--- src/gfpa_pkg.sv ---
`timescale 1ns / 1ps
// ----------------------------------------------------------------------------
// gfpa_pkg
// Types and constants shared by the free-list page allocator.
// ----------------------------------------------------------------------------
package gfpa_pkg;

  localparam int MAX_PAGES = 1024;
  localparam int PAGE_W    = 10;
  localparam logic [PAGE_W-1:0] LAST_PAGE = PAGE_W'(MAX_PAGES - 1);

  typedef enum logic {
    ACT_ALLOC = 1'b0,
    ACT_FREE  = 1'b1
  } action_e;

  typedef enum logic [1:0] {
    ST_OK       = 2'd0,
    ST_NO_SPACE = 2'd1,
    ST_INVALID  = 2'd2
  } status_e;

  typedef struct packed {
    action_e           action;
    logic [PAGE_W-1:0] page_number;
  } req_t;

  typedef struct packed {
    logic [PAGE_W-1:0] result_page;
    status_e           status;
  } rsp_t;

  typedef enum logic [2:0] {
    S_IDLE,
    S_EXEC,
    S_GROW,
    S_READ,
    S_DONE
  } state_e;

  // link table port
  typedef struct packed {
    logic              we;
    logic [PAGE_W-1:0] waddr;
    logic [PAGE_W-1:0] wdata;
    logic              re;
    logic [PAGE_W-1:0] raddr;
  } ram_req_t;

  // shared add / compare unit
  typedef struct packed {
    logic [PAGE_W-1:0] a;
    logic [PAGE_W-1:0] b;
  } alu_req_t;

  typedef struct packed {
    logic [PAGE_W:0]   sum;
    logic [PAGE_W-1:0] sat;
    logic              gt;
  } alu_rsp_t;

endpackage

--- src/gfpa_ctrl.sv ---
`timescale 1ns / 1ps
// ----------------------------------------------------------------------------
// gfpa_ctrl
// Sequencer: list head, page count, growth walk and response register.
// ----------------------------------------------------------------------------
module gfpa_ctrl (
  input  logic                            clk_i,
  input  logic                            rst_ni,
  input  logic                            start_i,
  input  gfpa_pkg::req_t                  req_i,
  output logic                            busy_o,
  output logic                            done_o,
  output gfpa_pkg::rsp_t                  rsp_o,
  output gfpa_pkg::ram_req_t              ram_req_o,
  input  logic [gfpa_pkg::PAGE_W-1:0]     ram_rdata_i,
  output gfpa_pkg::alu_req_t              alu_req_o,
  input  gfpa_pkg::alu_rsp_t              alu_rsp_i
);
  import gfpa_pkg::*;

  state_e            state_q, state_d;
  req_t              req_q, req_d;
  rsp_t              rsp_q, rsp_d;
  logic [PAGE_W-1:0] head_q, head_d;
  logic [PAGE_W-1:0] used_q, used_d;
  logic [PAGE_W-1:0] cur_q, cur_d;
  logic [PAGE_W-1:0] link_q, link_d;
  logic [PAGE_W-1:0] end_q, end_d;

  logic              accept;
  logic              is_free;
  logic              head_empty;
  logic              store_full;
  logic              bad_page;
  logic              grow_last;

  assign accept     = start_i && (state_q == S_IDLE);
  assign is_free    = (req_q.action == ACT_FREE);
  assign head_empty = (head_q == '0);
  assign store_full = (used_q == LAST_PAGE);
  assign bad_page   = (req_q.page_number == '0) || alu_rsp_i.gt;
  assign grow_last  = (cur_q == end_q);

  // operand select for the shared unit
  always_comb begin
    alu_req_o = '{a: used_q, b: used_q};
    case (state_q)
      S_EXEC: begin
        if (is_free) begin
          alu_req_o = '{a: req_q.page_number, b: used_q};
        end else begin
          // growth size is max(1, used)
          alu_req_o = '{a: used_q, b: (used_q == '0) ? PAGE_W'(1) : used_q};
        end
      end
      S_GROW:  alu_req_o = '{a: cur_q, b: PAGE_W'(1)};
      default: alu_req_o = '{a: used_q, b: used_q};
    endcase
  end

  // next state
  always_comb begin
    state_d = state_q;
    case (state_q)
      S_IDLE: begin
        if (start_i) state_d = S_EXEC;
      end
      S_EXEC: begin
        if (is_free) begin
          state_d = S_DONE;
        end else if (!head_empty) begin
          state_d = S_READ;
        end else if (store_full) begin
          state_d = S_DONE;
        end else begin
          state_d = S_GROW;
        end
      end
      S_GROW: begin
        if (grow_last) state_d = S_EXEC;
      end
      S_READ:  state_d = S_DONE;
      S_DONE:  state_d = S_IDLE;
      default: state_d = S_IDLE;
    endcase
  end

  // datapath and outputs
  always_comb begin
    req_d     = req_q;
    rsp_d     = rsp_q;
    head_d    = head_q;
    used_d    = used_q;
    cur_d     = cur_q;
    link_d    = link_q;
    end_d     = end_q;
    ram_req_o = '{we: 1'b0, waddr: cur_q, wdata: link_q, re: 1'b0, raddr: head_q};
    case (state_q)
      S_IDLE: begin
        if (accept) req_d = req_i;
      end
      S_EXEC: begin
        if (is_free) begin
          if (bad_page) begin
            rsp_d = '{result_page: '0, status: ST_INVALID};
          end else begin
            ram_req_o.we    = 1'b1;
            ram_req_o.waddr = req_q.page_number;
            ram_req_o.wdata = head_q;
            head_d          = req_q.page_number;
            rsp_d           = '{result_page: '0, status: ST_OK};
          end
        end else if (!head_empty) begin
          ram_req_o.re = 1'b1;
        end else if (store_full) begin
          rsp_d = '{result_page: '0, status: ST_NO_SPACE};
        end else begin
          // new pages used+1 .. min(used+want, last page)
          cur_d  = used_q + PAGE_W'(1);
          link_d = head_q;
          end_d  = alu_rsp_i.sat;
        end
      end
      S_GROW: begin
        ram_req_o.we = 1'b1;
        link_d       = cur_q;
        cur_d        = alu_rsp_i.sum[PAGE_W-1:0];
        if (grow_last) begin
          head_d = cur_q;
          used_d = cur_q;
        end
      end
      S_READ: begin
        rsp_d  = '{result_page: head_q, status: ST_OK};
        head_d = ram_rdata_i;
      end
      default: ;
    endcase
  end

  always_ff @(posedge clk_i or negedge rst_ni) begin
    if (!rst_ni) begin
      state_q <= S_IDLE;
      head_q  <= '0;
      used_q  <= '0;
    end else begin
      state_q <= state_d;
      head_q  <= head_d;
      used_q  <= used_d;
    end
  end

  always_ff @(posedge clk_i) begin
    req_q  <= req_d;
    rsp_q  <= rsp_d;
    cur_q  <= cur_d;
    link_q <= link_d;
    end_q  <= end_d;
  end

  assign busy_o = (state_q != S_IDLE);
  assign done_o = (state_q == S_DONE);
  assign rsp_o  = rsp_q;

endmodule

--- config.mk ---
export PLATFORM = sky130hd
export DESIGN_NAME = gfpa_ctrl
export DESIGN_NICKNAME = d
export VERILOG_FILES = /design/src/gfpa_pkg.sv /design/src/gfpa_ctrl.sv
export SDC_FILE = /design/constraint.sdc
export NUM_CORES = 1
export LEC_CHECK = 0
export BUFFER_PORTS_ARGS = -buffer_cell sky130_fd_sc_hd__buf_2
export CORE_MARGIN = 10
export CORE_UTILIZATION = 35
export DETAILED_ROUTE_END_ITERATION = 8
export GPL_ROUTABILITY_DRIVEN = 0
export PLACE_DENSITY = 0.6
export SLEW_MARGIN = 20
export SYNTH_ARGS = -nofsm -noshare
export SYNTH_HDL_FRONTEND = slang
export SYNTH_SLANG_ARGS = --single-unit
--- constraint.sdc ---
create_clock -name clk_i -period 2.2 [get_ports clk_i]
set_input_delay 0.22 -clock clk_i [delete_from_list [all_inputs] [get_ports clk_i]]
set_output_delay 0.22 -clock clk_i [all_outputs]
set_load 0.05 [all_outputs]
==> metrics.txt <==
CTS Buf Count 9; Max Root-Sink Buffers 2; final period utilization 104%; failing checks negative setup slack; Worst-Skew Late Latency 0.34 ns; Tmin final 2.30 ns; routed length per instance 20.3 um; crit path DAT 2.08 ns; DR iter-0 viols 364; initial antenna violation count 0; Initial Utilization 36.2%; drt first pass iters 4; Power Total 8.00 mW; endpoint class of the critical path output pin; first-pass GRT wire length 22800 um; final count of hold timing violations 0; PortBufs 110; Sw Ratio 45.7%; setup tns final -1.65 ns; hold crit path type input port to register; Seq cells post-synth 76; VDD IR-drop max 0.000735 V; io pins 112; CTS tree yes; Slew HR 48.8%; cell-internal power 4.35 mW; mapped cell area 0.00440 sq mm; CP Max Fanout 5; DR vias 3783; post-synth cell types 47; Layout area overhead 39.1%; Final #Nets 610; Leakage 2.71 nW; Antenna Nets Post-Route 0; sequential cell fraction of total power 26.8%; Net Switching 3.65 mW; RSZ-0062 raised after global routing true; # Max-Cap Violations 0; total die area 0.0175 sq mm; Worst Tran Pin Value 0.765 ns; DP HPWL 10900 um; Fin Clk Skew 0.00515 ns; Setup Viol. Count Final 21; Die Height 132 um; Worst Path Class, Setup register to output pin; Placeable Area 0.0122 sq mm; std cell rows 40; Fmax achieved 436 MHz; layout cells sized above 1 42.3%; via/cell ratio 5.15; outcome finished with violations; sequential fraction of the synthesis area 49.3%; cell area power density 1310 mW/mm^2; Reg clk slew, reported paths 0.06 ns; Routed Wire Length 14900 um; Root Driver clkbuf_16; final count of pins violating max slew 0; Clk pwr share 16.7%; vias in the first global route 3981; Remaining DRCs 0; Avg Inst Size Synth 10.9 sq um; Die Span X 132 um; CP Launch Type register; syn_nets 451; gr ovfl total 0; worst path required time 1.98 ns; combinational share of power 56.5%; n_diodes 0; Syn Inst Count 403; Synth Warn # 0; H-tree Lvls 3; post-route setup slack -0.0955 ns; largest net degree at the start of global routing 38; GRT Total Usage 16.7%; clock sink total 76
stage by stage:
step                setup slack [ns]  instances  utilization (%)  area, sq um  hold WS [ns]
floorplan                    0.00898        403                -         4400       -0.0756
global placement               0.111        700             44.6         5420         0.228
detailed placement            0.0750        700             44.6         5420         0.230
CTS                          -0.0729        726             49.0         5960        0.0492
global route                  -0.159        735             50.3         6120        0.0470
finish                       -0.0955        735             50.3         6120        0.0560
logic make-up (layout without fill, tap and decap cells):
logic type                 count (synthesis)  in the layout  synth area share [%]
AOI/OAI and AO/OA                         48             48                  8.08
buffers and inverters                     43            204                  4.18
xor gates and xnor gates                  18             18                  3.58
adders and majority gates                  2              2                 0.569
muxes                                     50             50                  13.9
DFF                                       76             76                  49.3
and+or+nand+nor                          166            169                  20.5
layout make-up:
| class | count | area [sq um] |
|---|---|---|
| Clock buffer | 13 | 250 |
| Clock inverter | 3 | 15.0 |
| Fill cell | 1119 | 6040 |
| Inverter | 15 | 56.3 |
| Multi-Input combinational cell | 287 | 2160 |
| Sequential cell | 76 | 2170 |
| Tap cell | 168 | 210 |
| Timing Repair Buffer | 173 | 1260 |
worst max-delay path, cell delays in order, from the launching register on:
cell,delay (ns)
edfxtp_1,0.43
nor4_4,0.40
a31oi_4,0.17
and2_4,0.27
mux2_4,0.32
buf_6,0.15
power groups by stage:
stage               logic (mW)  clock network (mW)  registers [mW]
floorplan                 2.32                   0            2.61
global placement          3.98                   0            2.15
detailed placement        4.01                   0            2.16
CTS                       4.33                1.34            2.14
global route              4.78                1.42            2.18
finish                    4.52                1.33            2.14
flip-flops by register name, summed over array words and instances (netlist names):
signal and cells:
rsp_o 12, head_q 10, cur_q 10, link_q 10, used_q 10, is_free 1
state_q 3, req_q 10, end_q 10
final timing paths:
kind	start	end	slack, ns	cells after the start
max in group asynchronous	rst_ni	head_q[5]	1.40	2
max	req_q[2]	ram_req_o[27]	-0.1	5
max reg2reg	end_q[8]	used_q[0]	0.17	4
min	req_i[10]	is_free	0.06	1
min reg2reg	state_q[2]	state_q[0]	0.66	2
min in group asynchronous	rst_ni	used_q[4]	0.42	2
synth_stat cells, drive strengths merged:
library cell,n,area share (%)
a21bo,1,0.23
a21o,3,0.51
a21oi,3,0.43
a221o,2,0.46
a22oi,5,0.85
a311oi,2,0.54
a31oi,1,0.14
and2,15,2.2
and3,4,0.57
and3b,1,0.20
and4,3,0.60
and4bb,1,0.28
buf,11,1.5
clkbuf,17,1.5
dfrtp,23,13
edfxtp,53,36
ha,2,0.57
inv,15,1.3
mux2,30,9.3
mux2i,20,4.6
nand2,58,4.9
nand2b,1,0.14
nand3,28,3.2
nand4,5,1.1
nor2,15,1.3
nor2b,9,1.3
nor3,4,0.46
nor3b,3,0.74
nor4,16,3.1
o211ai,20,3.4
o21ai,8,0.91
o2bb2ai,1,0.20
o31a,2,0.40
or2,2,0.28
or4,1,0.17
xnor2,4,0.80
xor2,14,2.8
per-layer routing:
layer / part of all wire, % / global-route usage, % / vias up
met2: 44 / 25.0 / 183
met5: 0 / 0 / -
li1: - / - / 1786
met1: 44 / 22.0 / 1784
met3: 9.1 / 5.37 / 30
met4: 2.6 / 6.30 / 0
placed cells by master, fill, tap and decap left out, types with 4 or more instances in the layout:
cell	n
nor4_4	4
nand3_1	25
buf_8	4
nor3_1	4
o211ai_1	20
a22oi_1	5
mux2i_1	20
and2_1	14
nand2_1	56
edfxtp_1	53
xnor2_1	4
xor2_1	13
nor2_1	15
inv_1	15
clkbuf_16	10
o21ai_0	8
dfrtp_1	23
mux2_2	11
mux2_4	19
nand4_1	4
buf_2	78
nor4_1	12
and3_1	4
nor2b_1	9
and2_4	4
buf_4	61
buf_6	21
clkbuf_4	5
repair_timing:
item                                   in CTS  in global routing
setup endpoints to repair                  28                 44
pin swaps                                   6                  3
gates cloned                                3                  1
gates resized for setup                    57                 23
buffers inserted                            6                  8
endpoints found under the hold margin      23                  0
hold buffers                                1                  0
(Power assumes the default switching activity.)
