<file path="src/gfpa_pkg.sv">
`timescale 1ns / 1ps
// ----------------------------------------------------------------------------
// gfpa_pkg
// Types and constants shared by the free-list page allocator.
// ----------------------------------------------------------------------------
package gfpa_pkg;

  localparam int MAX_PAGES = 1024;
  localparam int PAGE_W    = 10;
  localparam logic [PAGE_W-1:0] LAST_PAGE = PAGE_W'(MAX_PAGES - 1);

  typedef enum logic {
    ACT_ALLOC = 1'b0,
    ACT_FREE  = 1'b1
  } action_e;

  typedef enum logic [1:0] {
    ST_OK       = 2'd0,
    ST_NO_SPACE = 2'd1,
    ST_INVALID  = 2'd2
  } status_e;

  typedef struct packed {
    action_e           action;
    logic [PAGE_W-1:0] page_number;
  } req_t;

  typedef struct packed {
    logic [PAGE_W-1:0] result_page;
    status_e           status;
  } rsp_t;

  typedef enum logic [2:0] {
    S_IDLE,
    S_EXEC,
    S_GROW,
    S_READ,
    S_DONE
  } state_e;

  // link table port
  typedef struct packed {
    logic              we;
    logic [PAGE_W-1:0] waddr;
    logic [PAGE_W-1:0] wdata;
    logic              re;
    logic [PAGE_W-1:0] raddr;
  } ram_req_t;

  // shared add / compare unit
  typedef struct packed {
    logic [PAGE_W-1:0] a;
    logic [PAGE_W-1:0] b;
  } alu_req_t;

  typedef struct packed {
    logic [PAGE_W:0]   sum;
    logic [PAGE_W-1:0] sat;
    logic              gt;
  } alu_rsp_t;

endpackage

</file>
<file path="src/gfpa_alu.sv">
`timescale 1ns / 1ps
// ----------------------------------------------------------------------------
// gfpa_alu
// Shared adder and comparator: a+b, a+b clamped to the last page, a>b.
// ----------------------------------------------------------------------------
module gfpa_alu (
  input  gfpa_pkg::alu_req_t alu_req_i,
  output gfpa_pkg::alu_rsp_t alu_rsp_o
);
  import gfpa_pkg::*;

  logic [PAGE_W:0] sum;

  assign sum = {1'b0, alu_req_i.a} + {1'b0, alu_req_i.b};

  always_comb begin
    alu_rsp_o.sum = sum;
    alu_rsp_o.sat = (sum > {1'b0, LAST_PAGE}) ? LAST_PAGE : sum[PAGE_W-1:0];
    alu_rsp_o.gt  = alu_req_i.a > alu_req_i.b;
  end

endmodule

</file>
<file path="config.mk">
export PLATFORM = sky130hd
export DESIGN_NAME = gfpa_alu
export DESIGN_NICKNAME = d
export VERILOG_FILES = /design/src/gfpa_pkg.sv /design/src/gfpa_alu.sv
export SDC_FILE = /design/constraint.sdc
export NUM_CORES = 1
export LEC_CHECK = 0
export ABC_AREA = 1
export BUFFER_PORTS_ARGS = -buffer_cell sky130_fd_sc_hd__buf_2
export CORE_MARGIN = 5
export CORE_UTILIZATION = 54
export DETAILED_ROUTE_END_ITERATION = 8
export MAX_ROUTING_LAYER = met4
export PLACE_DENSITY = 0.87
export SLEW_MARGIN = 20
export SYNTH_ARGS = -nofsm -noshare
export SYNTH_HDL_FRONTEND = slang
export SYNTH_SLANG_ARGS = --single-unit
</file>
<file path="constraint.sdc">
create_clock -name vclk -period 3
set_input_delay 0.15 -clock vclk [all_inputs]
set_output_delay 0.15 -clock vclk [all_outputs]
set_load 0.05 [all_outputs]
</file>
==> insert_results.sql, run 1 <==
INSERT INTO impl_metrics (metric_group, metric, value, unit) VALUES
('power', 'max-vdd-ir-drop', '0.3004', 'mV'),
('detailed_routing', 'totalWireLength', '2251', 'µm'),
('sta', 'maxSlewHeadroom', '67.75', '%'),
('clock_network', 'cts_resized', '0', ''),
('yosys', 'synth_area_leader_cell', 'sky130_fd_sc_hd__ha_1', ''),
('run_status', 'outcome', 'completed', ''),
('setup_path', 'critPathKind', 'input pin to output port', ''),
('yosys', 'synth_most_common_cell', 'sky130_fd_sc_hd__nand2_1', ''),
('sta', 'finalCritPeriodShare', '66.99', '%'),
('detailed_routing', 'routedLengthMet1', '902', 'µm'),
('yosys', 'postSynthNetCount', '199', ''),
('sta', 'finalHoldViolations', '0', ''),
('power', 'static-leakage-power', '0.7299', 'nW'),
('yosys', 'synth_top_cells_by_area', 'sky130_fd_sc_hd__ha_1, sky130_fd_sc_hd__nand2_1, sky130_fd_sc_hd__inv_1', ''),
('setup_path', 'worst_setup_path_start_kind', 'input pin', ''),
('yosys', 'netlist.area_leader.share', '28.29', '%'),
('sta', 'grt_setup_unrepaired', 'no', ''),
('setup_path', 'worst-endpoint-arrival', '1.86', 'ns'),
('sta', 'drv_slew', '0', ''),
('yosys', 'netlist_top_cells_count', 'sky130_fd_sc_hd__nand2_1, sky130_fd_sc_hd__inv_1, sky130_fd_sc_hd__ha_1, sky130_fd_sc_hd__nor2_1, sky130_fd_sc_hd__nand3_1', ''),
('detailed_routing', 'dr_total_vias', '1057', ''),
('cells_and_area', 'fill_cells', '146', ''),
('power', 'pwr-share-comb', '100.0', '%'),
('detailed_routing', 'drt_first_pass_iters', '4', ''),
('detailed_routing', 'drc_errors', '0', ''),
('floorplan', 'die_w', '50.48', 'µm'),
('setup_path', 'critical_path.max_stage_delay', '0.43', 'ns'),
('power', 'powerDensity', '372.2', 'mW/mm²'),
('cells_and_area', 'finalCoreUtilization', '71.92', '%'),
('setup_path', 'required', '2.85', 'ns'),
('grt', 'gr-total-overflow', '0', ''),
('sta', 'actual_slew_at_the_worst_max_slew_pin', '0.4837', 'ns'),
('floorplan', 'die_area', '0.002548', 'mm²'),
('clock_network', 'post_cts_hold_buffer_count', '0', ''),
('power', 'share_clk_of_total_power', '0', '%'),
('setup_path', 'cp_top_family', 'compound AO/OA/AOI/OAI gates', ''),
('sta', 'period_minus_slack', '2.010', 'ns'),
('clock_network', 'post_cts.repair.setup_buffers', '0', ''),
('cells_and_area', 'n_sequential_cell', '0', ''),
('floorplan', 'core', '0.001524', 'mm²'),
('detailed_routing', 'routed-wl-met3', '148', 'µm'),
('sta', 'setup_total_negative_slack', '0', 'ns'),
('yosys', 'syn_avg_cell_area', '5.599', 'µm²'),
('yosys', 'post_synth_inst_count', '158', ''),
('detailed_routing', 'routedWlPerCell', '10.52', 'µm'),
('cells_and_area', 'num-nets-final', '241', ''),
('grt', 'number_of_global_route_vias_before_repair', '1081', ''),
('cells_and_area', 'antennaDiodeCount', '0', ''),
('detailed_routing', 'met2WireLength', '1150', 'µm'),
('power', 'sw_frac_of_total', '75.72', '%'),
('detailed_routing', 'ant_nets', '0', ''),
('grt', 'first_pass_grt_wire_length', '3995', 'µm'),
('run', 'maxcap_violations', '0', ''),
('cells_and_area', 'drive_above_1_share', '23.74', '%'),
('floorplan', 'io-pin-count', '42', ''),
('setup_path', 'timing.critical_path.cells', 'buf_2 > ha_1 > inv_1 > fa_1 > inv_1 > nand3_1 > nand3_2 > a21oi_2 > o21ai_0 > buf_2', ''),
('place', 'routabilityCongestion', '0.8858', ''),
('floorplan', 'num_rows', '14', ''),
('cells_and_area', 'flow.area_growth_from_synthesis', '23.90', '%'),
('floorplan', 'initial_core_util', '58.05', '%'),
('place', 'io_buffer_count', '42', ''),
('power', 'total_power', '0.0004079', 'W'),
('cells_and_area', 'ff_latch_area', '0', 'µm²'),
('sta', 'achievable-frequency', '497.6', 'MHz'),
('sta', 'setup_viol', '0', ''),
('grt', 'number_of_antenna_violations_at_the_first_check_in_global_routing', '0', ''),
('detailed_routing', 'dr.first_iter.drc_count', '18', ''),
('cells_and_area', 'clock_buffer_count', '0', ''),
('yosys', 'synthesized_cell_area', '884.6', 'µm²'),
('detailed_routing', 'post_drt_via_cell_ratio', '4.939', ''),
('grt', 'global_route.usage.total', '18.84', '%');
[cell type report]
type,instances,area [µm²],share of cell area (%)
Timing Repair Buffer,42,210.2,19.18
Multi-Input combinational cell,119,726.9,66.32
Inverter,37,138.9,12.67
Tap cell,16,20.02,1.826
[routing by layer]
metal  vias up  GRT usage [%]
met1       453          20.99
met5         -              -
li1        563              -
met3         6         0.8876
met2        35          35.74
met4         0          4.681
[final timing paths]
path	from	end	slack, ns	cells past startpoint
setup / recovery	alu_req_i[0]	alu_rsp_o[3]	0.99	10
hold / removal	alu_req_i[0]	alu_rsp_o[1]	0.78	4
[cells in the final DEF (no fill, tap or decap), drive strengths merged]
cell type and instances:
nand3 14, inv 37, a21oi 9, and2 1
o21a 1, fa 1, o21ai 4, o211ai 1
nor4 1, xor2 4, ha 20, buf 42
o21bai 2, nand2 42, nor2 19
[kinds of logic (layout without fill, tap and decap cells)]
family,Yosys count,in the layout,share of synthesized area [%]
simple gates,77,77,36.49
buf+inv,39,79,17.82
fa+ha+maj,21,21,30.55
compound gates,17,17,11.17
xor+xnor,4,4,3.960
[through the flow]
stage | hold slack [ns] | std cells | setup WS (ns) | cell area [µm²]
CTS | 0.7912 | 214 | 0.9847 | 1096
finish | 0.7846 | 214 | 0.9903 | 1096
floorplan | 0.6229 | 158 | 0.8678 | 884.6
global route | 0.8214 | 214 | 0.7610 | 1096
global placement | 0.7864 | 214 | 1.047 | 1096
detailed placement | 0.7883 | 214 | 0.9947 | 1096
[power by group through the flow]
stage / combinational [W] / sequential, W / clock [W]
finish: 0.000408 / 0 / 0
global route: 0.000443 / 0 / 0
CTS: 0.000409 / 0 / 0
detailed placement: 0.000408 / 0 / 0
global placement: 0.000400 / 0 / 0
floorplan: 0.000320 / 0 / 0
(Power assumes the default switching activity.)
==> run 2, diff against run 1 <==
--- a/config.mk
+++ b/config.mk
@@ -5,13 +5,13 @@
 export SDC_FILE = /design/constraint.sdc
 export NUM_CORES = 1
 export LEC_CHECK = 0
-export ABC_AREA = 1
+export ABC_AREA = 0
 export BUFFER_PORTS_ARGS = -buffer_cell sky130_fd_sc_hd__buf_2
 export CORE_MARGIN = 5
-export CORE_UTILIZATION = 54
+export CORE_UTILIZATION = 50
 export DETAILED_ROUTE_END_ITERATION = 8
 export MAX_ROUTING_LAYER = met4
-export PLACE_DENSITY = 0.87
+export PLACE_DENSITY = 0.82
 export SLEW_MARGIN = 20
 export SYNTH_ARGS = -nofsm -noshare
 export SYNTH_HDL_FRONTEND = slang
==> constraint.sdc (replaced) <==
create_clock -name vclk -period 2.03
set_input_delay 0.1015 -clock vclk [all_inputs]
set_output_delay 0.1015 -clock vclk [all_outputs]
set_load 0.05 [all_outputs]
==> run 2 against run 1 <==
- the run now fails in global routing
- synthesized cell count fell by 23%
- synthesized area fell by 1.7%
==> insert_results.sql, run 2 <==
INSERT INTO impl_metrics (metric_group, metric, value, unit) VALUES
('yosys', 'synthesized_cell_area', '869.6', 'µm²'),
('floorplan', 'die_w', '51.71', 'µm'),
('place', 'total_half_perimeter_wirelength_after_legalization_and_detailed_placement', '2559', 'µm'),
('sta', 'grt_repair_worst_endpoint', 'alu_rsp_o[3]', ''),
('run_status', 'outcome', 'did not finish', ''),
('yosys', 'synth-seq-area-share', '0', '%'),
('yosys', 'netlist_top_cells_count', 'sky130_fd_sc_hd__ha_1, sky130_fd_sc_hd__inv_1, sky130_fd_sc_hd__a21oi_1, sky130_fd_sc_hd__nor2_1, sky130_fd_sc_hd__nand2_1', ''),
('sta', 'worst_endpoint_kind', 'top-level output', ''),
('yosys', 'synth-warning-count', '0', ''),
('yosys', 'synth_top_cells_by_area', 'sky130_fd_sc_hd__ha_1, sky130_fd_sc_hd__inv_1, sky130_fd_sc_hd__a21oi_1', ''),
('yosys', 'postSynthNetCount', '162', ''),
('yosys', 'syn_avg_cell_area', '7.187', 'µm²'),
('floorplan', 'num_rows', '15', ''),
('floorplan', 'io-pin-count', '42', ''),
('clock_network', 'post_cts_hold_buffer_count', '0', ''),
('run_status', 'error_message', '[ERROR DPL-0038] Utilization greater than 100%, impossible to legalize', ''),
('floorplan', 'initial_core_util', '51.48', '%'),
('yosys', 'synth_most_common_cell', 'sky130_fd_sc_hd__ha_1', ''),
('place', 'routabilityCongestion', '0.8855', ''),
('run_status', 'outcome.stop_stage', 'global routing', ''),
('yosys', 'distinct_cell_type_count_of_the_synthesized_netlist', '39', ''),
('yosys', 'synth_area_leader_cell', 'sky130_fd_sc_hd__ha_1', ''),
('yosys', 'post_synth_inst_count', '121', ''),
('yosys', 'netlist.area_leader.share', '28.78', '%'),
('place', 'placed_area', '0.001386', 'mm²'),
('grt', 'grt_max_degree', '12', ''),
('floorplan', 'chipHeight', '51.71', 'µm'),
('place', 'io_buffer_count', '42', ''),
('place', 'place_worst_setup_slack', '-0.4181', 'ns');
## run 2: changes by cell type after synthesis, moves of 3 or more
| cell | previous run | this run |
|---|---|---|
| sky130_fd_sc_hd__inv_1 | 36 | 19 |
| sky130_fd_sc_hd__nand3_1 | 12 | 4 |
| sky130_fd_sc_hd__a21oi_1 | 8 | 12 |
| sky130_fd_sc_hd__nor2_1 | 19 | 7 |
| sky130_fd_sc_hd__nand3b_1 | 0 | 3 |
| sky130_fd_sc_hd__nand4_1 | 0 | 4 |
| sky130_fd_sc_hd__nand2b_1 | 0 | 3 |
| sky130_fd_sc_hd__nand2_1 | 42 | 6 |
| sky130_fd_sc_hd__xnor2_1 | 0 | 4 |
| sky130_fd_sc_hd__nor3_1 | 0 | 3 |
## run 2: cells by family after synthesis
family / Yosys count / share of synthesized area (%)
compound gates: 31 / 26.91
xor+xnor: 6 / 6.043
fa+ha+maj: 21 / 31.08
buf+inv: 24 / 10.50
mux: 1 / 1.151
simple gates: 38 / 24.32
## run 2: per-stage QoR
| step | utilization [%] | instances |
|---|---|---|
| after floorplan | - | 121 |
| after global placement | 82.07 | 203 |
| after detailed placement | 82.07 | 203 |
| after CTS | 94.00 | 208 |
## run 2: timing repair
action,CTS
setup endpoints to repair,15
resized for setup,44
pin swaps,8
gates cloned,1
setup buffers,4
==> run 3, diff against run 2 <==
--- a/config.mk
+++ b/config.mk
@@ -7,11 +7,10 @@
 export LEC_CHECK = 0
 export ABC_AREA = 0
 export BUFFER_PORTS_ARGS = -buffer_cell sky130_fd_sc_hd__buf_2
-export CORE_MARGIN = 5
-export CORE_UTILIZATION = 50
+export CORE_AREA = 5 5 66 68
 export DETAILED_ROUTE_END_ITERATION = 8
-export MAX_ROUTING_LAYER = met4
-export PLACE_DENSITY = 0.82
+export DIE_AREA = 0 0 71 73
+export PLACE_DENSITY_LB_ADDON = 0.15
 export SLEW_MARGIN = 20
 export SYNTH_ARGS = -nofsm -noshare
 export SYNTH_HDL_FRONTEND = slang
==> run 3 against run 2 <==
- the flow now finishes, with violations (setup timing)
- synthesized area is the same
- synthesized cell count stayed put
==> insert_results.sql, run 3 <==
INSERT INTO impl_metrics (metric_group, metric, value, unit) VALUES
('cells_and_area', 'clock_buffer_count', '0', ''),
('sta', 'finalHoldViolations', '0', ''),
('floorplan', 'initial_core_util', '22.89', '%'),
('cells_and_area', 'antennaDiodeCount', '0', ''),
('detailed_routing', 'totalWireLength', '2876', 'µm'),
('power', 'powerDensity', '523.3', 'mW/mm²'),
('yosys', 'synth-warning-count', '0', ''),
('sta', 'grt_setup_unrepaired', 'yes', ''),
('yosys', 'distinct_cell_type_count_of_the_synthesized_netlist', '39', ''),
('cells_and_area', 'multiInputGateArea', '943.4', 'µm²'),
('detailed_routing', 'drc_errors', '0', ''),
('grt', 'number_of_antenna_violations_at_the_first_check_in_global_routing', '0', ''),
('sta', 'setup_viol', '13', ''),
('hold_path', 'hold_class', 'input pin to output port', ''),
('cells_and_area', 'drive_above_1_share', '51.32', '%'),
('detailed_routing', 'dr_total_vias', '1074', ''),
('yosys', 'syn_avg_cell_area', '7.187', 'µm²'),
('cells_and_area', 'layout.cells.most_common', 'sky130_fd_sc_hd__buf_4', ''),
('grt', 'global_route.usage.total', '11.29', '%'),
('setup_path', 'required', '1.93', 'ns'),
('sta', 'maxSlewHeadroom', '72.24', '%'),
('grt', 'number_of_global_route_vias_before_repair', '1158', ''),
('cells_and_area', 'flow.area_growth_from_synthesis', '86.48', '%'),
('floorplan', 'die_area', '0.005183', 'mm²'),
('yosys', 'postSynthNetCount', '162', ''),
('cells_and_area', 'ff_latch_area', '0', 'µm²'),
('floorplan', 'num_rows', '23', ''),
('floorplan', 'io-pin-count', '42', ''),
('power', 'max-vdd-ir-drop', '0.2249', 'mV'),
('detailed_routing', 'dr.first_iter.drc_count', '13', ''),
('sta', 'setup_total_negative_slack', '-2.728', 'ns'),
('grt', 'grt_max_degree', '12', ''),
('yosys', 'synth_most_common_cell', 'sky130_fd_sc_hd__ha_1', ''),
('place', 'routabilityCongestion', '0.7947', ''),
('hold_path', 'hp-start', 'alu_req_i[0]', ''),
('sta', 'actual_slew_at_the_worst_max_slew_pin', '0.4059', 'ns'),
('place', 'io_buffer_count', '42', ''),
('yosys', 'netlist_top_cells_count', 'sky130_fd_sc_hd__ha_1, sky130_fd_sc_hd__inv_1, sky130_fd_sc_hd__a21oi_1, sky130_fd_sc_hd__nor2_1, sky130_fd_sc_hd__nand2_1', ''),
('place', 'total_half_perimeter_wirelength_after_legalization_and_detailed_placement', '2493', 'µm'),
('grt', 'first_pass_grt_wire_length', '5030', 'µm'),
('cells_and_area', 'finalCoreUtilization', '42.69', '%'),
('floorplan', 'core', '0.003799', 'mm²'),
('sta', 'period_minus_slack', '2.296', 'ns'),
('sta', 'drv_slew', '0', ''),
('grt', 'gr-total-overflow', '0', ''),
('clock_network', 'post_cts_hold_buffer_count', '0', ''),
('cells_and_area', 'fill_cells', '412', ''),
('setup_path', 'worst_setup_path_start_kind', 'input pin', ''),
('cells_and_area', 'mostFrequentLayoutCells', 'sky130_fd_sc_hd__buf_4, sky130_fd_sc_hd__buf_2, sky130_fd_sc_hd__ha_1, sky130_fd_sc_hd__inv_1, sky130_fd_sc_hd__buf_6', ''),
('setup_path', 'critical_path.startpoint', 'alu_req_i[0]', ''),
('cells_and_area', 'n_sequential_cell', '0', ''),
('detailed_routing', 'routedWlPerCell', '12.03', 'µm'),
('sta', 'setup_slack', '-0.2661', 'ns'),
('sta', 'finalCritPeriodShare', '113.1', '%'),
('setup_path', 'worst_setup_path_end_kind', 'output port', ''),
('detailed_routing', 'post_drt_via_cell_ratio', '4.494', ''),
('yosys', 'synth-seq-area-share', '0', '%'),
('sta', 'achievable-frequency', '435.5', 'MHz'),
('sta', 'final.hold.worst_slack', '0.6842', 'ns'),
('yosys', 'synth_area_leader_cell', 'sky130_fd_sc_hd__ha_1', ''),
('run', 'maxcap_violations', '0', ''),
('detailed_routing', 'drt_first_pass_iters', '4', ''),
('floorplan', 'die_w', '71', 'µm'),
('floorplan', 'chipHeight', '73', 'µm'),
('yosys', 'netlist.area_leader.share', '28.78', '%'),
('run_status', 'outcome', 'complete, but fails checks', ''),
('cells_and_area', 'num-nets-final', '232', ''),
('yosys', 'synth_top_cells_by_area', 'sky130_fd_sc_hd__ha_1, sky130_fd_sc_hd__inv_1, sky130_fd_sc_hd__a21oi_1', ''),
('setup_path', 'worst-endpoint-arrival', '2.19', 'ns'),
('setup_path', 'worst-path-max-fanout', '3', ''),
('power', 'static-leakage-power', '0.8311', 'nW'),
('yosys', 'post_synth_inst_count', '121', ''),
('setup_path', 'critPathKind', 'input pin to output port', ''),
('detailed_routing', 'ant_nets', '0', ''),
('yosys', 'synthesized_cell_area', '869.6', 'µm²'),
('run_status', 'violations', 'setup timing', '');
## run 3: cell counts after synthesis
Identical to the previous run, type by type.
## run 3: report_power, final
part           switching, W  internal [W]  total [W]  leakage, nW
Combinational      0.000522      0.000326   0.000848        0.831
Clock                     0             0          0            0
Sequential                0             0          0            0
Total              0.000522      0.000326   0.000848        0.831
## run 3: through the flow
stage | total power (W) | cell area (µm²) | worst slack [ns] | cells
2_1_floorplan | 0.0005376 | 975.9 | -0.2317 | 121
3_3_place_gp | 0.0007358 | 1443 | -0.3559 | 238
3_5_place_dp | 0.0007422 | 1443 | -0.3786 | 238
4_1_cts | 0.0008345 | 1584 | -0.3128 | 239
5_1_grt | 0.0009032 | 1622 | -0.3471 | 239
6_report | 0.0008485 | 1622 | -0.2661 | 239
## run 3: cell type report
| cell class | count | share of cell area (%) |
|---|---|---|
| Multi-Input combinational cell | 97 | 58.18 |
| Inverter | 22 | 5.093 |
| Tap cell | 50 | 3.858 |
| Timing Repair Buffer | 70 | 32.87 |
## run 3: cells by family after synthesis
family | count (synthesis) | synth area share [%]
xor gates and xnor gates | 6 | 6.043
and+or+nand+nor | 38 | 24.32
adders and majority gates | 21 | 31.08
AOI/OAI and AO/OA | 31 | 26.91
muxes | 1 | 1.151
buffers and inverters | 24 | 10.50
## run 3: path summary, 6_finish.rpt
kind | depth (start not counted) | to
hold / removal | 4 | alu_rsp_o[11]
setup / recovery | 11 | alu_rsp_o[9]
## run 3: routing by layer
| layer | global-route usage [%] | up-vias | part of all wire, % |
|---|---|---|---|
| met3 | 0.5510 | 0 | 4.1 |
| met1 | 15.57 | 490 | 47 |
| li1 | - | 561 | - |
| met4 | 0 | 0 | 0 |
| met2 | 20.70 | 23 | 49 |
| met5 | 0 | - | 0 |
## run 3: repair_timing
| action | CTS | global route |
|---|---|---|
| resized for setup | 39 | 9 |
| setup endpoints to repair | 16 | 16 |
| gates cloned | 0 | 0 |
| setup buffers | 1 | 0 |
| pin swaps | 7 | 6 |
## run 3: critical path: stages
cell                       delay [ns]
sky130_fd_sc_hd__buf_8           0.08
sky130_fd_sc_hd__ha_4            0.13
sky130_fd_sc_hd__inv_2           0.03
sky130_fd_sc_hd__fa_2            0.34
sky130_fd_sc_hd__o21ba_4         0.22
sky130_fd_sc_hd__or4_4           0.43
sky130_fd_sc_hd__a211oi_4        0.30
sky130_fd_sc_hd__buf_4           0.17
sky130_fd_sc_hd__o211a_1         0.17
sky130_fd_sc_hd__o21ai_4         0.06
sky130_fd_sc_hd__buf_6           0.15
==> run 4, diff against run 3 <==
--- a/config.mk
+++ b/config.mk
@@ -6,11 +6,14 @@
 export NUM_CORES = 1
 export LEC_CHECK = 0
 export ABC_AREA = 0
-export BUFFER_PORTS_ARGS = -buffer_cell sky130_fd_sc_hd__buf_2
+export CELL_PAD_IN_SITES_DETAIL_PLACEMENT = 0
+export CELL_PAD_IN_SITES_GLOBAL_PLACEMENT = 1
 export CORE_AREA = 5 5 66 68
 export DETAILED_ROUTE_END_ITERATION = 8
 export DIE_AREA = 0 0 71 73
+export DONT_BUFFER_PORTS = 1
 export PLACE_DENSITY_LB_ADDON = 0.15
+export SKIP_LAST_GASP = 1
 export SLEW_MARGIN = 20
 export SYNTH_ARGS = -nofsm -noshare
 export SYNTH_HDL_FRONTEND = slang
==> run 4 against run 3 <==
- the run still ends with setup timing left
- final area shrank 11%
- combinational power decreased by 2%
- maximum frequency rose by 3.3%
- die area unchanged
- routed wire length shrank 0.90%
==> insert_results.sql, run 4 (synthesis gave the netlist of run 3 again) <==
INSERT INTO impl_metrics (metric_group, metric, value, unit) VALUES
('run_status', 'outcome', 'complete, but fails checks', ''),
('run_status', 'violations', 'setup timing', ''),
('cells_and_area', 'mostFrequentLayoutCells', 'sky130_fd_sc_hd__buf_4, sky130_fd_sc_hd__ha_1, sky130_fd_sc_hd__inv_1, sky130_fd_sc_hd__a21oi_1, sky130_fd_sc_hd__buf_6', ''),
('cells_and_area', 'post_layout_nonfiller_instances', '207', ''),
('setup_path', 'worst-path-max-fanout', '3', ''),
('floorplan', 'io-pin-count', '42', ''),
('power', 'total_power', '0.0008354', 'W'),
('place', 'place_worst_setup_slack', '-0.2149', 'ns'),
('cells_and_area', 'ff_latch_area', '0', 'µm²'),
('cells_and_area', 'clock_buffer_count', '0', ''),
('detailed_routing', 'drc_errors', '0', ''),
('cells_and_area', 'num-nets-final', '200', ''),
('setup_path', 'worst-endpoint-arrival', '2.12', 'ns'),
('sta', 'finalHoldViolations', '0', ''),
('sta', 'grt_setup_unrepaired', 'yes', ''),
('setup_path', 'worst_setup_path_start_kind', 'input pin', ''),
('sta', 'final.hold.worst_slack', '0.5777', 'ns'),
('cells_and_area', 'layout.cells.most_common', 'sky130_fd_sc_hd__buf_4', ''),
('hold_path', 'hold_class', 'input pin to output port', ''),
('grt', 'first_pass_grt_wire_length', '4698', 'µm'),
('floorplan', 'core', '0.003799', 'mm²'),
('sta', 'achievable-frequency', '449.7', 'MHz'),
('detailed_routing', 'dr_total_vias', '974', ''),
('sta', 'period_minus_slack', '2.223', 'ns'),
('run', 'maxcap_violations', '0', ''),
('grt', 'grt_max_degree', '12', ''),
('place', 'placedCellCount', '204', ''),
('cells_and_area', 'flow.area_growth_from_synthesis', '66.19', '%'),
('grt', 'number_of_global_route_vias_before_repair', '1027', ''),
('cells_and_area', 'drive_above_1_share', '38.22', '%'),
('floorplan', 'num_rows', '23', ''),
('cells_and_area', 'n_sequential_cell', '0', ''),
('sta', 'finalCritPeriodShare', '109.5', '%'),
('cells_and_area', 'antennaDiodeCount', '0', ''),
('cells_and_area', 'multiInputGateArea', '927.1', 'µm²'),
('floorplan', 'chipHeight', '73', 'µm'),
('grt', 'number_of_antenna_violations_at_the_first_check_in_global_routing', '0', ''),
('sta', 'setup_slack', '-0.1935', 'ns'),
('detailed_routing', 'ant_nets', '0', ''),
('sta', 'drv_slew', '0', ''),
('detailed_routing', 'totalWireLength', '2850', 'µm'),
('sta', 'maxSlewHeadroom', '71.52', '%'),
('place', 'routabilityCongestion', '0.7998', ''),
('floorplan', 'initial_core_util', '22.89', '%'),
('sta', 'actual_slew_at_the_worst_max_slew_pin', '0.4267', 'ns'),
('clock_network', 'post_cts_hold_buffer_count', '0', ''),
('grt', 'global_route.usage.total', '10.97', '%'),
('sta', 'setup_viol', '12', ''),
('setup_path', 'critPathKind', 'input pin to output port', ''),
('detailed_routing', 'dr.first_iter.drc_count', '20', ''),
('power', 'max-vdd-ir-drop', '0.1979', 'mV'),
('cells_and_area', 'fill_cells', '425', ''),
('grt', 'gr-total-overflow', '0', ''),
('power', 'static-leakage-power', '0.6942', 'nW'),
('detailed_routing', 'routedWlPerCell', '13.77', 'µm'),
('detailed_routing', 'drt_first_pass_iters', '4', ''),
('floorplan', 'die_w', '71', 'µm'),
('detailed_routing', 'post_drt_via_cell_ratio', '4.705', ''),
('place', 'io_buffer_count', '0', ''),
('setup_path', 'required', '1.93', 'ns'),
('place', 'total_half_perimeter_wirelength_after_legalization_and_detailed_placement', '2373', 'µm'),
('setup_path', 'worst_setup_path_end_kind', 'output port', ''),
('power', 'powerDensity', '578.1', 'mW/mm²'),
('floorplan', 'die_area', '0.005183', 'mm²');
[run 4: stage by stage]
step	cell area [µm²]	util, %	setup TNS [ns]
3_5_place_dp	1343	35.34	-2.062
4_1_cts	1415	37.25	-1.636
6_report	1445	38.04	-1.416
5_1_grt	1445	38.04	-2.263
2_1_floorplan	975.9	-	-1.747
3_3_place_gp	1343	35.34	-2.030
[run 4: path summary, 6_finish.rpt]
kind / from / to / slack, ns / depth (start not counted)
worst max-delay path: alu_req_i[0] / alu_rsp_o[9] / -0.19 / 11
worst min-delay path: alu_req_i[0] / alu_rsp_o[11] / 0.58 / 2
[run 4: where the power goes]
group          leakage, nW  internal, W  switching, W
logic                0.694     0.000321      0.000514
clock network            0            0             0
registers                0            0             0
[run 4: cell type report]
type | instances | area share [%]
Tap cell | 50 | 4.329
Multi-Input combinational cell | 98 | 64.16
Timing Repair Buffer | 37 | 25.80
Inverter | 22 | 5.714
[run 4: what timing repair did]
action / CTS / global route
pin swaps: 1 / 6
cloned: 1 / 0
gates resized for setup: 9 / 8
setup buffers: 2 / 0
setup endpoints to repair: 13 / 13
[run 4: critical path: stages]
cell	delay, ns
sky130_fd_sc_hd__ha_4	0.12
sky130_fd_sc_hd__inv_2	0.04
sky130_fd_sc_hd__fa_2	0.33
sky130_fd_sc_hd__o21ba_1	0.20
sky130_fd_sc_hd__or4_4	0.45
sky130_fd_sc_hd__a211oi_4	0.24
sky130_fd_sc_hd__buf_6	0.14
sky130_fd_sc_hd__buf_4	0.11
sky130_fd_sc_hd__o211a_1	0.17
sky130_fd_sc_hd__o21ai_4	0.06
sky130_fd_sc_hd__buf_12	0.15
[run 4: per-layer routing]
metal / up-vias / part of all wire (%) / GRT usage, %
met5: - / 0 / 0
met3: 0 / 6.6 / 2.204
met4: 0 / 0 / 0
met1: 452 / 43 / 13.82
li1: 497 / - / -
met2: 25 / 50 / 20.49
